===== src/fbts_pkg.sv =====
`timescale 1ns / 1ps

package fbts_pkg;

    // Fixed field widths of the detection record and the result.
    localparam int COORD_W  = 18;
    localparam int SCORE_W  = 16;
    localparam int FACE_W   = 6;
    localparam int KEPT_W   = 7;
    localparam int MAXF_W   = 7;
    localparam int IN_DW    = SCORE_W + 4 * COORD_W;

    // Defaults for the top-level parameters.
    localparam int COORD_FRAC_BITS_DEF = 16;
    localparam int DIM_BITS_DEF        = 13;

    // Register reset values.
    localparam int CAM_WIDTH_RST  = 640;
    localparam int CAM_HEIGHT_RST = 480;
    localparam logic [SCORE_W-1:0] THRESH_RST    = 16'd45875;
    localparam logic [MAXF_W-1:0]  MAX_FACES_RST = 7'd16;

    // Face counting and box side limits.
    localparam logic [KEPT_W-1:0] FACE_LIMIT = 7'd64;
    localparam int MIN_SIDE_TENTHS = 160;
    localparam int HALF_MIN        = MIN_SIDE_TENTHS / 20;

    typedef enum logic [1:0] {
        CFG_CAM_WIDTH  = 2'd0,
        CFG_CAM_HEIGHT = 2'd1,
        CFG_THRESHOLD  = 2'd2,
        CFG_MAX_FACES  = 2'd3
    } t_cfg_idx;

    // Which rule set the half side of the square box.
    typedef enum logic [1:0] {
        SIDE_MIN   = 2'd0,
        SIDE_CAP   = 2'd1,
        SIDE_SCALE = 2'd2
    } t_side_sel;

    typedef struct packed {
        logic signed [COORD_W-1:0] bottom;
        logic signed [COORD_W-1:0] right;
        logic signed [COORD_W-1:0] top;
        logic signed [COORD_W-1:0] left;
    } t_corners;

endpackage


===== src/fbts_admit.sv =====
`timescale 1ns / 1ps

module fbts_admit #(
    parameter int DIM_BITS = fbts_pkg::DIM_BITS_DEF,
    localparam int CFG_W = (DIM_BITS > fbts_pkg::SCORE_W) ? DIM_BITS : fbts_pkg::SCORE_W
) (
    input  logic                          i_clk,
    input  logic                          i_rst_n,
    input  logic                          i_cfg_we,
    input  fbts_pkg::t_cfg_idx            i_cfg_idx,
    input  logic [CFG_W-1:0]              i_cfg_wdata,
    input  logic                          i_en,
    input  logic                          i_valid,
    input  logic                          i_frame_start,
    input  logic [fbts_pkg::SCORE_W-1:0]  i_score,
    input  fbts_pkg::t_corners            i_corners,
    output logic [DIM_BITS-1:0]           o_cam_width,
    output logic [DIM_BITS-1:0]           o_cam_height,
    output logic                          o_valid,
    output logic [fbts_pkg::FACE_W-1:0]   o_face,
    output fbts_pkg::t_corners            o_corners
);
    import fbts_pkg::*;

    logic [DIM_BITS-1:0] r_cam_width;
    logic [DIM_BITS-1:0] r_cam_height;
    logic [SCORE_W-1:0]  r_thresh;
    logic [MAXF_W-1:0]   r_max_faces;
    logic [KEPT_W-1:0]   r_kept;
    logic [KEPT_W-1:0]   n_kept;
    logic                r_valid;
    logic [FACE_W-1:0]   r_face;
    t_corners            r_corners;

    logic [KEPT_W-1:0] limit;
    logic [KEPT_W-1:0] kept_base;
    logic              keep;
    logic              acc;

    always_ff @(posedge i_clk) begin
        if (!i_rst_n) begin
            r_cam_width  <= DIM_BITS'(CAM_WIDTH_RST);
            r_cam_height <= DIM_BITS'(CAM_HEIGHT_RST);
            r_thresh     <= THRESH_RST;
            r_max_faces  <= MAX_FACES_RST;
        end else if (i_cfg_we) begin
            unique case (i_cfg_idx)
                CFG_CAM_WIDTH:  r_cam_width  <= i_cfg_wdata[DIM_BITS-1:0];
                CFG_CAM_HEIGHT: r_cam_height <= i_cfg_wdata[DIM_BITS-1:0];
                CFG_THRESHOLD:  r_thresh     <= i_cfg_wdata[SCORE_W-1:0];
                CFG_MAX_FACES:  r_max_faces  <= i_cfg_wdata[MAXF_W-1:0];
            endcase
        end
    end

    // The frame-start flag clears the count before this record is judged.
    assign limit     = (r_max_faces > FACE_LIMIT) ? FACE_LIMIT : r_max_faces;
    assign kept_base = i_frame_start ? '0 : r_kept;
    assign keep      = (i_score > r_thresh) && (kept_base < limit);
    assign acc       = i_valid && i_en;
    assign n_kept    = keep ? kept_base + KEPT_W'(1) : kept_base;

    always_ff @(posedge i_clk) begin
        if (!i_rst_n) begin
            r_kept  <= '0;
            r_valid <= 1'b0;
        end else begin
            if (acc) begin
                r_kept <= n_kept;
            end
            if (i_en) begin
                r_valid <= acc && keep;
            end
        end
    end

    always_ff @(posedge i_clk) begin
        if (i_en) begin
            r_face    <= kept_base[FACE_W-1:0];
            r_corners <= i_corners;
        end
    end

    assign o_cam_width  = r_cam_width;
    assign o_cam_height = r_cam_height;
    assign o_valid      = r_valid;
    assign o_face       = r_face;
    assign o_corners    = r_corners;

    a_kept_bounded: assert property (@(posedge i_clk) disable iff (!i_rst_n)
        r_kept <= FACE_LIMIT)
        else $error("face count above the per-frame limit");

    a_frame_clears: assert property (@(posedge i_clk) disable iff (!i_rst_n)
        (acc && i_frame_start) |=> (r_kept <= KEPT_W'(1)))
        else $error("frame start did not clear the face count");

    a_kept_holds: assert property (@(posedge i_clk) disable iff (!i_rst_n)
        !acc |=> $stable(r_kept))
        else $error("face count moved without an accepted word");

endmodule


===== src/fbts_scale.sv =====
`timescale 1ns / 1ps

module fbts_scale #(
    parameter int COORD_FRAC_BITS = fbts_pkg::COORD_FRAC_BITS_DEF,
    parameter int DIM_BITS        = fbts_pkg::DIM_BITS_DEF,
    localparam int PRW = fbts_pkg::COORD_W + DIM_BITS,
    localparam int PW  = PRW - COORD_FRAC_BITS + 1
) (
    input  logic                                 i_clk,
    input  logic                                 i_en,
    input  logic signed [fbts_pkg::COORD_W-1:0]  i_coord,
    input  logic [DIM_BITS-1:0]                  i_cam,
    output logic signed [PW-1:0]                 o_pixel
);
    import fbts_pkg::*;

    logic [COORD_W-1:0]   mag;
    logic [PRW-1:0]       prod;
    logic [PRW-1:0]       r_prod;
    logic                 r_neg;
    logic signed [PW-1:0] mag_pix;
    logic signed [PW-1:0] r_pixel;

    // Scale the magnitude so that the shift truncates toward zero.
    assign mag  = i_coord[COORD_W-1] ? COORD_W'(-i_coord) : i_coord;
    assign prod = PRW'(mag) * PRW'(i_cam);

    assign mag_pix = signed'({1'b0, r_prod[PRW-1:COORD_FRAC_BITS]});

    always_ff @(posedge i_clk) begin
        if (i_en) begin
            r_prod  <= prod;
            r_neg   <= i_coord[COORD_W-1];
            r_pixel <= r_neg ? -mag_pix : mag_pix;
        end
    end

    assign o_pixel = r_pixel;

endmodule


===== src/fbts_box.sv =====
`timescale 1ns / 1ps

module fbts_box #(
    parameter int COORD_FRAC_BITS = fbts_pkg::COORD_FRAC_BITS_DEF,
    parameter int DIM_BITS        = fbts_pkg::DIM_BITS_DEF,
    localparam int PW = fbts_pkg::COORD_W + DIM_BITS - COORD_FRAC_BITS + 1
) (
    input  logic                   i_clk,
    input  logic                   i_en,
    input  logic signed [PW-1:0]   i_x1,
    input  logic signed [PW-1:0]   i_y1,
    input  logic signed [PW-1:0]   i_x2,
    input  logic signed [PW-1:0]   i_y2,
    input  logic [DIM_BITS-1:0]    i_cam_width,
    input  logic [DIM_BITS-1:0]    i_cam_height,
    output fbts_pkg::t_side_sel    o_sel,
    output logic [DIM_BITS-1:0]    o_quot,
    output logic signed [PW-1:0]   o_cx,
    output logic signed [PW-1:0]   o_cy
);
    import fbts_pkg::*;

    localparam int GW  = PW + 1;
    localparam int TW  = (GW + 3 > DIM_BITS + 5) ? GW + 3 : DIM_BITS + 5;
    localparam int CPW = DIM_BITS + 4;
    localparam int MW  = DIM_BITS + 1;
    localparam int NB  = DIM_BITS + 2;
    localparam int SH  = DIM_BITS + 4;
    localparam int QPW = 2 * DIM_BITS + 4;
    // Reciprocal of 5, rounded up; exact for every numerator below 2^NB.
    localparam logic [NB-1:0] RECIP = NB'(((1 << SH) + 4) / 5);

    logic signed [GW-1:0]  w;
    logic signed [GW-1:0]  h;
    logic signed [GW-1:0]  m;
    logic signed [GW-1:0]  sx;
    logic signed [GW-1:0]  sy;
    logic signed [GW-1:0]  sx_adj;
    logic signed [GW-1:0]  sy_adj;
    logic signed [TW-1:0]  t;
    logic signed [TW-1:0]  cap_s;
    logic [DIM_BITS-1:0]   cmin;
    logic [CPW-1:0]        cap;
    logic                  over_cap;
    logic                  cap_lo;
    logic                  t_lo;
    t_side_sel             sel;
    logic [QPW-1:0]        qprod;

    t_side_sel             r_sel4;
    logic [MW-1:0]         r_m4;
    logic signed [PW-1:0]  r_cx4;
    logic signed [PW-1:0]  r_cy4;
    t_side_sel             r_sel5;
    logic [DIM_BITS-1:0]   r_quot5;
    logic signed [PW-1:0]  r_cx5;
    logic signed [PW-1:0]  r_cy5;

    assign w = GW'(i_x2) - GW'(i_x1) + GW'(1);
    assign h = GW'(i_y2) - GW'(i_y1) + GW'(1);
    assign m = (w > h) ? w : h;

    // Centers: halve the sum, truncating toward zero.
    assign sx     = GW'(i_x1) + GW'(i_x2);
    assign sy     = GW'(i_y1) + GW'(i_y2);
    assign sx_adj = sx + $signed(GW'(sx[GW-1]));
    assign sy_adj = sy + $signed(GW'(sy[GW-1]));

    // The side in tenths of a pixel is 8 * max(w, h).
    assign t     = TW'(m) <<< 3;
    assign cmin  = (i_cam_width < i_cam_height) ? i_cam_width : i_cam_height;
    assign cap   = (CPW'(cmin) << 3) + (CPW'(cmin) << 1);
    assign cap_s = signed'(TW'(cap));

    assign over_cap = t > cap_s;
    assign cap_lo   = cap < CPW'(MIN_SIDE_TENTHS);
    assign t_lo     = t < TW'(MIN_SIDE_TENTHS);

    always_comb begin
        priority if (over_cap && cap_lo) begin
            sel = SIDE_MIN;
        end else if (over_cap) begin
            sel = SIDE_CAP;
        end else if (t_lo) begin
            sel = SIDE_MIN;
        end else begin
            sel = SIDE_SCALE;
        end
    end

    // half = 8m / 20 = 2m / 5 on the scaled path.
    assign qprod = QPW'({r_m4, 1'b0}) * QPW'(RECIP);

    always_ff @(posedge i_clk) begin
        if (i_en) begin
            r_sel4  <= sel;
            r_m4    <= MW'(unsigned'(m));
            r_cx4   <= PW'(sx_adj >>> 1);
            r_cy4   <= PW'(sy_adj >>> 1);
            r_sel5  <= r_sel4;
            r_quot5 <= qprod[QPW-1:SH];
            r_cx5   <= r_cx4;
            r_cy5   <= r_cy4;
        end
    end

    assign o_sel  = r_sel5;
    assign o_quot = r_quot5;
    assign o_cx   = r_cx5;
    assign o_cy   = r_cy5;

endmodule


===== src/fbts_place.sv =====
`timescale 1ns / 1ps

module fbts_place #(
    parameter int COORD_FRAC_BITS = fbts_pkg::COORD_FRAC_BITS_DEF,
    parameter int DIM_BITS        = fbts_pkg::DIM_BITS_DEF,
    localparam int PW = fbts_pkg::COORD_W + DIM_BITS - COORD_FRAC_BITS + 1
) (
    input  logic                  i_clk,
    input  logic                  i_en,
    input  fbts_pkg::t_side_sel   i_sel,
    input  logic [DIM_BITS-1:0]   i_quot,
    input  logic signed [PW-1:0]  i_cx,
    input  logic signed [PW-1:0]  i_cy,
    input  logic [DIM_BITS-1:0]   i_cam_width,
    input  logic [DIM_BITS-1:0]   i_cam_height,
    output logic [DIM_BITS-1:0]   o_left,
    output logic [DIM_BITS-1:0]   o_top,
    output logic [DIM_BITS-1:0]   o_right,
    output logic [DIM_BITS-1:0]   o_bottom
);
    import fbts_pkg::*;

    localparam int XW = ((PW > DIM_BITS + 1) ? PW : DIM_BITS + 1) + 2;

    logic [DIM_BITS-1:0]   cmin;
    logic [DIM_BITS-1:0]   half;
    logic [2*DIM_BITS-1:0] x_span;
    logic [2*DIM_BITS-1:0] y_span;
    logic [DIM_BITS-1:0]   r_left;
    logic [DIM_BITS-1:0]   r_top;
    logic [DIM_BITS-1:0]   r_right;
    logic [DIM_BITS-1:0]   r_bottom;

    // Pushes one axis of the box back into the frame; returns {high, low} edges.
    // The high-edge correction is applied first, then the low-edge one.
    function automatic logic [2*DIM_BITS-1:0] place_axis(
        input logic signed [PW-1:0] c,
        input logic [DIM_BITS-1:0]  hv,
        input logic [DIM_BITS-1:0]  dim
    );
        logic signed [XW-1:0] cc;
        logic signed [XW-1:0] hh;
        logic signed [XW-1:0] dd;
        logic signed [XW-1:0] lo_a;
        logic signed [XW-1:0] hi_a;
        logic signed [XW-1:0] lo1;
        logic signed [XW-1:0] hi1;
        logic signed [XW-1:0] lo;
        logic signed [XW-1:0] hi;
        logic                 over;
        logic                 under;
        cc    = XW'(c);
        hh    = signed'(XW'(hv));
        dd    = signed'(XW'(dim));
        lo_a  = cc - hh;
        hi_a  = cc + hh;
        over  = hi_a >= dd;
        lo1   = over ? dd - hh - hh - XW'(1) : lo_a;
        hi1   = over ? dd - XW'(1) : hi_a;
        under = lo1 < XW'(0);
        lo    = under ? XW'(0) : lo1;
        hi    = under ? hh + hh : hi1;
        return {DIM_BITS'(hi), DIM_BITS'(lo)};
    endfunction

    assign cmin = (i_cam_width < i_cam_height) ? i_cam_width : i_cam_height;

    always_comb begin
        unique case (i_sel)
            SIDE_MIN:   half = DIM_BITS'(HALF_MIN);
            SIDE_CAP:   half = cmin >> 1;
            SIDE_SCALE: half = i_quot;
            default:    half = i_quot;
        endcase
    end

    assign x_span = place_axis(i_cx, half, i_cam_width);
    assign y_span = place_axis(i_cy, half, i_cam_height);

    always_ff @(posedge i_clk) begin
        if (i_en) begin
            r_left   <= x_span[DIM_BITS-1:0];
            r_right  <= x_span[2*DIM_BITS-1:DIM_BITS];
            r_top    <= y_span[DIM_BITS-1:0];
            r_bottom <= y_span[2*DIM_BITS-1:DIM_BITS];
        end
    end

    assign o_left   = r_left;
    assign o_top    = r_top;
    assign o_right  = r_right;
    assign o_bottom = r_bottom;

endmodule


===== src/face_box_threshold_squarer.sv =====
`timescale 1ns / 1ps

// Face box threshold squarer.
//
// Each input word on the slave stream is one detection record. tdata carries
// the score and the four normalized corners, tuser carries the frame-start
// flag, which clears the per-frame face count before the record is judged.
// A record scoring strictly above the threshold, while fewer than max_faces
// faces (at most 64) were kept in the frame, produces one output word: the
// face number and a square pixel box clamped into the camera frame. Other
// records produce nothing.
//
// The pipeline takes one word per clock cycle while the holding register is
// empty. Its depth is set by the input register, the corner multipliers (two
// stages), the side selection, the divide-by-five reciprocal multiply and
// the clamp stage.
//
// Reset clears the face count and pipeline and loads register defaults. The
// user must write registers only while the stream is idle; the block does
// not enforce it. A refused output word goes to a one-word holding register;
// from the next cycle the pipeline holds and slave tready is low until taken.
module face_box_threshold_squarer #(
    parameter int COORD_FRAC_BITS = fbts_pkg::COORD_FRAC_BITS_DEF,
    parameter int DIM_BITS        = fbts_pkg::DIM_BITS_DEF
) (
    input  logic                        i_clk,
    input  logic                        i_rst_n,
    // Configuration write port.
    input  logic                        i_cfg_we,
    input  fbts_pkg::t_cfg_idx          i_cfg_idx,
    input  logic [((DIM_BITS > fbts_pkg::SCORE_W) ? DIM_BITS : fbts_pkg::SCORE_W)-1:0]
                                        i_cfg_wdata,
    // Slave stream.
    input  logic                        i_s_axis_tvalid,
    output logic                        o_s_axis_tready,
    // tdata from bit 0: score, left_norm, top_norm, right_norm, bottom_norm.
    input  logic [fbts_pkg::IN_DW-1:0]  i_s_axis_tdata,
    // tuser: frame_start.
    input  logic                        i_s_axis_tuser,
    // Master stream.
    output logic                        o_m_axis_tvalid,
    input  logic                        i_m_axis_tready,
    // tdata from bit 0: face_number, square_left, square_top, square_right,
    // square_bottom, then zero fill.
    output logic [((fbts_pkg::FACE_W + 4 * DIM_BITS + 7) / 8) * 8 - 1:0]
                                        o_m_axis_tdata
);
    import fbts_pkg::*;

    localparam int PW     = COORD_W + DIM_BITS - COORD_FRAC_BITS + 1;
    localparam int OUT_DW = ((FACE_W + 4 * DIM_BITS + 7) / 8) * 8;
    // Stages after the input register: two scale, two box, one output.
    localparam int NSTG   = 5;

    logic                  en;
    t_corners              in_corners;
    t_corners              s1_corners;
    logic                  s1_valid;
    logic [FACE_W-1:0]     s1_face;
    logic [DIM_BITS-1:0]   cam_width;
    logic [DIM_BITS-1:0]   cam_height;
    logic signed [PW-1:0]  px_left;
    logic signed [PW-1:0]  px_top;
    logic signed [PW-1:0]  px_right;
    logic signed [PW-1:0]  px_bottom;
    t_side_sel             box_sel;
    logic [DIM_BITS-1:0]   box_quot;
    logic signed [PW-1:0]  box_cx;
    logic signed [PW-1:0]  box_cy;
    logic [DIM_BITS-1:0]   sq_left;
    logic [DIM_BITS-1:0]   sq_top;
    logic [DIM_BITS-1:0]   sq_right;
    logic [DIM_BITS-1:0]   sq_bottom;
    logic [OUT_DW-1:0]     pipe_data;

    logic [NSTG-1:0]       r_vld;
    logic [FACE_W-1:0]     r_face [NSTG];
    logic                  r_skid_vld;
    logic [OUT_DW-1:0]     r_skid_data;

    // Everything moves together unless the holding register is occupied.
    assign en = !r_skid_vld;
    assign o_s_axis_tready = en;

    assign in_corners.left   = i_s_axis_tdata[SCORE_W +: COORD_W];
    assign in_corners.top    = i_s_axis_tdata[SCORE_W + COORD_W +: COORD_W];
    assign in_corners.right  = i_s_axis_tdata[SCORE_W + 2 * COORD_W +: COORD_W];
    assign in_corners.bottom = i_s_axis_tdata[SCORE_W + 3 * COORD_W +: COORD_W];

    fbts_admit #(
        .DIM_BITS (DIM_BITS)
    ) u_admit (
        .i_clk         (i_clk),
        .i_rst_n       (i_rst_n),
        .i_cfg_we      (i_cfg_we),
        .i_cfg_idx     (i_cfg_idx),
        .i_cfg_wdata   (i_cfg_wdata),
        .i_en          (en),
        .i_valid       (i_s_axis_tvalid),
        .i_frame_start (i_s_axis_tuser),
        .i_score       (i_s_axis_tdata[SCORE_W-1:0]),
        .i_corners     (in_corners),
        .o_cam_width   (cam_width),
        .o_cam_height  (cam_height),
        .o_valid       (s1_valid),
        .o_face        (s1_face),
        .o_corners     (s1_corners)
    );

    fbts_scale #(
        .COORD_FRAC_BITS (COORD_FRAC_BITS),
        .DIM_BITS        (DIM_BITS)
    ) u_scale_left (
        .i_clk   (i_clk),
        .i_en    (en),
        .i_coord (s1_corners.left),
        .i_cam   (cam_width),
        .o_pixel (px_left)
    );

    fbts_scale #(
        .COORD_FRAC_BITS (COORD_FRAC_BITS),
        .DIM_BITS        (DIM_BITS)
    ) u_scale_top (
        .i_clk   (i_clk),
        .i_en    (en),
        .i_coord (s1_corners.top),
        .i_cam   (cam_height),
        .o_pixel (px_top)
    );

    fbts_scale #(
        .COORD_FRAC_BITS (COORD_FRAC_BITS),
        .DIM_BITS        (DIM_BITS)
    ) u_scale_right (
        .i_clk   (i_clk),
        .i_en    (en),
        .i_coord (s1_corners.right),
        .i_cam   (cam_width),
        .o_pixel (px_right)
    );

    fbts_scale #(
        .COORD_FRAC_BITS (COORD_FRAC_BITS),
        .DIM_BITS        (DIM_BITS)
    ) u_scale_bottom (
        .i_clk   (i_clk),
        .i_en    (en),
        .i_coord (s1_corners.bottom),
        .i_cam   (cam_height),
        .o_pixel (px_bottom)
    );

    fbts_box #(
        .COORD_FRAC_BITS (COORD_FRAC_BITS),
        .DIM_BITS        (DIM_BITS)
    ) u_box (
        .i_clk        (i_clk),
        .i_en         (en),
        .i_x1         (px_left),
        .i_y1         (px_top),
        .i_x2         (px_right),
        .i_y2         (px_bottom),
        .i_cam_width  (cam_width),
        .i_cam_height (cam_height),
        .o_sel        (box_sel),
        .o_quot       (box_quot),
        .o_cx         (box_cx),
        .o_cy         (box_cy)
    );

    fbts_place #(
        .COORD_FRAC_BITS (COORD_FRAC_BITS),
        .DIM_BITS        (DIM_BITS)
    ) u_place (
        .i_clk        (i_clk),
        .i_en         (en),
        .i_sel        (box_sel),
        .i_quot       (box_quot),
        .i_cx         (box_cx),
        .i_cy         (box_cy),
        .i_cam_width  (cam_width),
        .i_cam_height (cam_height),
        .o_left       (sq_left),
        .o_top        (sq_top),
        .o_right      (sq_right),
        .o_bottom     (sq_bottom)
    );

    // Valid bits and face numbers ride alongside the datapath stages.
    always_ff @(posedge i_clk) begin
        if (!i_rst_n) begin
            r_vld <= '0;
        end else if (en) begin
            r_vld <= {r_vld[NSTG-2:0], s1_valid};
        end
    end

    always_ff @(posedge i_clk) begin
        if (en) begin
            r_face[0] <= s1_face;
            for (int i = 1; i < NSTG; i++) begin
                r_face[i] <= r_face[i-1];
            end
        end
    end

    assign pipe_data = OUT_DW'({sq_bottom, sq_right, sq_top, sq_left, r_face[NSTG-1]});

    // The last stage word that the receiver refuses is parked here, so the
    // slave-side tready comes from a register and not from the master side.
    always_ff @(posedge i_clk) begin
        if (!i_rst_n) begin
            r_skid_vld <= 1'b0;
        end else if (r_skid_vld) begin
            if (i_m_axis_tready) begin
                r_skid_vld <= 1'b0;
            end
        end else if (r_vld[NSTG-1] && !i_m_axis_tready) begin
            r_skid_vld <= 1'b1;
        end
    end

    always_ff @(posedge i_clk) begin
        if (!r_skid_vld) begin
            r_skid_data <= pipe_data;
        end
    end

    assign o_m_axis_tvalid = r_vld[NSTG-1] || r_skid_vld;
    assign o_m_axis_tdata  = r_skid_vld ? r_skid_data : pipe_data;

endmodule


===== config.mk =====
export PLATFORM = sky130hd
export DESIGN_NAME = face_box_threshold_squarer
export DESIGN_NICKNAME = d
export VERILOG_FILES = /design/src/fbts_pkg.sv /design/src/fbts_admit.sv /design/src/fbts_scale.sv /design/src/fbts_box.sv /design/src/fbts_place.sv /design/src/face_box_threshold_squarer.sv
export SDC_FILE = /design/constraint.sdc
export NUM_CORES = 2
export LEC_CHECK = 0
export BUFFER_PORTS_ARGS = -buffer_cell sky130_fd_sc_hd__buf_2
export CORE_MARGIN = 2
export CORE_UTILIZATION = 58
export CTS_BUF_LIST = sky130_fd_sc_hd__clkbuf_16
export DETAILED_ROUTE_END_ITERATION = 10
export PLACE_DENSITY = 0.83
export SYNTH_ARGS = -nofsm -noshare
export SYNTH_HDL_FRONTEND = slang
export SYNTH_SLANG_ARGS = --single-unit

===== constraint.sdc =====
create_clock -name i_clk -period 30.3 [get_ports i_clk]
set_clock_uncertainty 0.05 [all_clocks]
set_input_delay 9.09 -clock i_clk [delete_from_list [all_inputs] [get_ports i_clk]]
set_output_delay 9.09 -clock i_clk [all_outputs]
set_load 0.01 [all_outputs]

==> impl_metrics.json <==
{
  "crit_path_end_kind": "flip-flop",
  "die-area_um2": 109000,
  "yosysTopAreaCell": "fa_1",
  "cts.repair.resized": 0,
  "gp_congestion": 0.959,
  "dpl_worst_slack_ns": 18.02,
  "dp_hpwl_um": 117000,
  "start_util": 0.585,
  "cts_setup_buffers": 0,
  "yosysSeqAreaShare": 0.228,
  "crit_type": "in -> reg",
  "slowest_delay_ns": 0.70,
  "area.growth.synth_to_final_pct": 7.27,
  "die_x_um": 330,
  "drive_above_1_share": 0.0755,
  "synth_top_area_share": 0.251,
  "synth_flop_cell": "edfxtp_1",
  "tns_ns": 0,
  "max_freq_ghz": 0.0865,
  "htree_num_levels": 2,
  "rsz0062_at_grt": "false",
  "pin_count": 178,
  "drv_cap": 0,
  "wl_per_cell_um": 19.3,
  "cts_sinks": 510,
  "synthArstFlopShare": 0,
  "worstPathRequired_ns": 30.84,
  "multi_input_area_um2": 42800,
  "final_common_cell": "inv_1",
  "overflow": 0,
  "drt_iter0_drc": 3314,
  "holdCritStartpoint": "u_box.r_cx4[1]",
  "antenna_found_initial": 4,
  "cts_hold_buf": 0,
  "die_h_um": 330,
  "min_period_ns": 11.56,
  "syn_nets": 7969,
  "vias": 45887,
  "setup_viol": 0,
  "ant_nets": 0,
  "startpoint_type": "input pin",
  "relSlewSlack": 0.137,
  "crit_path_frequent_cell": "o21a_1",
  "postSynthCellCount": 6381,
  "placed_area_um2": 64200,
  "grt_pass1_vias": 47882,
  "finalCritPeriodShare": 0.381,
  "clock_path_buffers": 3,
  "crit_start": "i_s_axis_tuser",
  "via_per_inst": 5.78,
  "std_cell_rows": 119,
  "status": "complete, no violations",
  "hold_class": "reg -> reg",
  "ys_types": 92,
  "final_area_um2": 66100,
  "synth_edf_count": 383,
  "port_buffers": 177,
  "r2r-start": "u_admit.o_cam_height[10]",
  "finalWorstSetupSlack_ns": 18.75,
  "track_usage": 0.284,
  "core_area_um2": 105000,
  "worstPathMaxFanout": 16,
  "cts_tree": "done",
  "clock_latency_ns": 0.69,
  "layout.nets": 8081,
  "slew_violations": 0,
  "synthTopCellsByArea": "fa_1, edfxtp_1, ha_1",
  "path_cells": "buf_2 > nor2b_1 > ha_1 > o31a_1 > o21a_1 > o21a_1 > o21a_1 > o21a_1 > o21ai_0 > nand2_1 > a211oi_1 > nand4_1 > xor2_1 > o21ai_0 > and2_1",
  "grt_pass1_wl_um": 244000,
  "yosys_warnings": 0,
  "dr.pass1.iters": 6,
  "totalWireLength_um": 153000,
  "register_area_um2": 14100,
  "cp.arrival_ns": 12.10,
  "netlist_area_um2": 61600,
  "layout_common_cells": "inv_1, nand2_1, fa_1",
  "fill_cells": 8146,
  "ys_ff_latch": 510,
  "slowest_stage": "a211oi_1",
  "syn_avg_cell_area_um2": 9.65,
  "worst_pin_slew_ns": 1.28,
  "numCtsBuffers": 57,
  "drcViolationCount": 0,
  "hold_viol": 0,
  "grt_max_degree": 74,
  "root_buffer": "clkbuf_16",
  "cts.clk_slew.worst_paths_ns": 0.07
}
## synthesized netlist by cell type (10+ instances only)
master,number
a211oi_1,34
o31ai_1,32
nand2b_1,45
nand3_1,50
o21a_1,56
or4_1,14
or3_1,29
dfxtp_1,127
or2_2,13
nor2_1,273
o41ai_1,15
nor3b_1,12
mux2_2,64
mux2i_1,68
edfxtp_1,383
clkbuf_1,217
and3_1,20
o21bai_1,50
o21ai_1,11
a21boi_0,49
ha_1,703
a21o_1,47
and4_1,10
nor2b_1,59
xor2_1,83
nor3_1,88
nand2_1,842
a21oi_1,197
fa_1,773
a2111oi_0,12
nor4_1,19
and2_1,308
inv_1,1038
xnor2_1,267
o21ai_0,164
o211ai_1,32
nand4_1,24
## final cells by class
cell class / instances / share of cell area
diodes: 2 / 0.0000758
clock buffers: 59 / 0.0224
clock inverters: 48 / 0.00570
inverters: 1046 / 0.0596
multi-input cells: 4592 / 0.647
flip-flops and latches: 510 / 0.213
well taps: 1391 / 0.0263
repair buffers: 286 / 0.0258
## path summary, 6_finish.rpt
| check | to | slack, ns | cells past startpoint |
|---|---|---|---|
| min reg2reg | u_box.o_cx[1] | 0.37 | 0 |
| max reg2reg | u_place.o_bottom[12] | 20.47 | 29 |
| max | u_admit.r_kept[5] | 18.75 | 15 |
| min | u_box.o_cx[1] | 0.37 | 0 |
## routing by layer
metal,global-route usage,routed length (µm)
met2,0.472,72100
met3,0.0521,13300
met4,0.141,7830
met1,0.356,59500
met5,0,15
## critical path, delay by kind of cell
kind	cells	cell delay, ns
adder cells (fa/ha/maj)	1	0.27
AND/OR/NAND/NOR	4	0.67
buffers and inverters	1	0.18
AO/OA/AOI/OAI	8	1.71
XOR/XNOR	1	0.17
## flip-flops by register name (all words and copies together), names as in the netlist, 14 cells and up
signal,cells
r_face,30
r_skid_data,64
u_admit.o_corners,72
u_admit.r_thresh,16
u_box.o_cx,16
u_box.o_cy,16
u_box.r_cx4,16
u_box.r_cy4,16
u_box.r_m4,14
u_scale_bottom.o_pixel,16
u_scale_bottom.r_prod,15
u_scale_left.o_pixel,16
u_scale_left.r_prod,15
u_scale_right.o_pixel,16
u_scale_right.r_prod,15
u_scale_top.o_pixel,16
u_scale_top.r_prod,15
## kinds of logic after synthesis
logic type      Yosys count  synth area share
compound gates          794            0.0851
flops                   510             0.228
simple gates           1836             0.141
xor+xnor                352            0.0503
mux                     134            0.0232
buf+inv                1279            0.0785
fa+ha+maj              1476             0.394
## stage by stage
stage | instances | utilization | hold WS [ns]
after global placement | 7824 | 0.610 | 0.350
after detailed placement | 7824 | 0.610 | 0.355
after global routing | 7932 | 0.627 | 0.370
final | 7934 | 0.627 | 0.365
after floorplan | 6381 | - | 0.350
after CTS | 7931 | 0.627 | 0.364
Power is not shown: default switching activity piles up to over one toggle a cycle in this logic, so the estimate is an artifact.
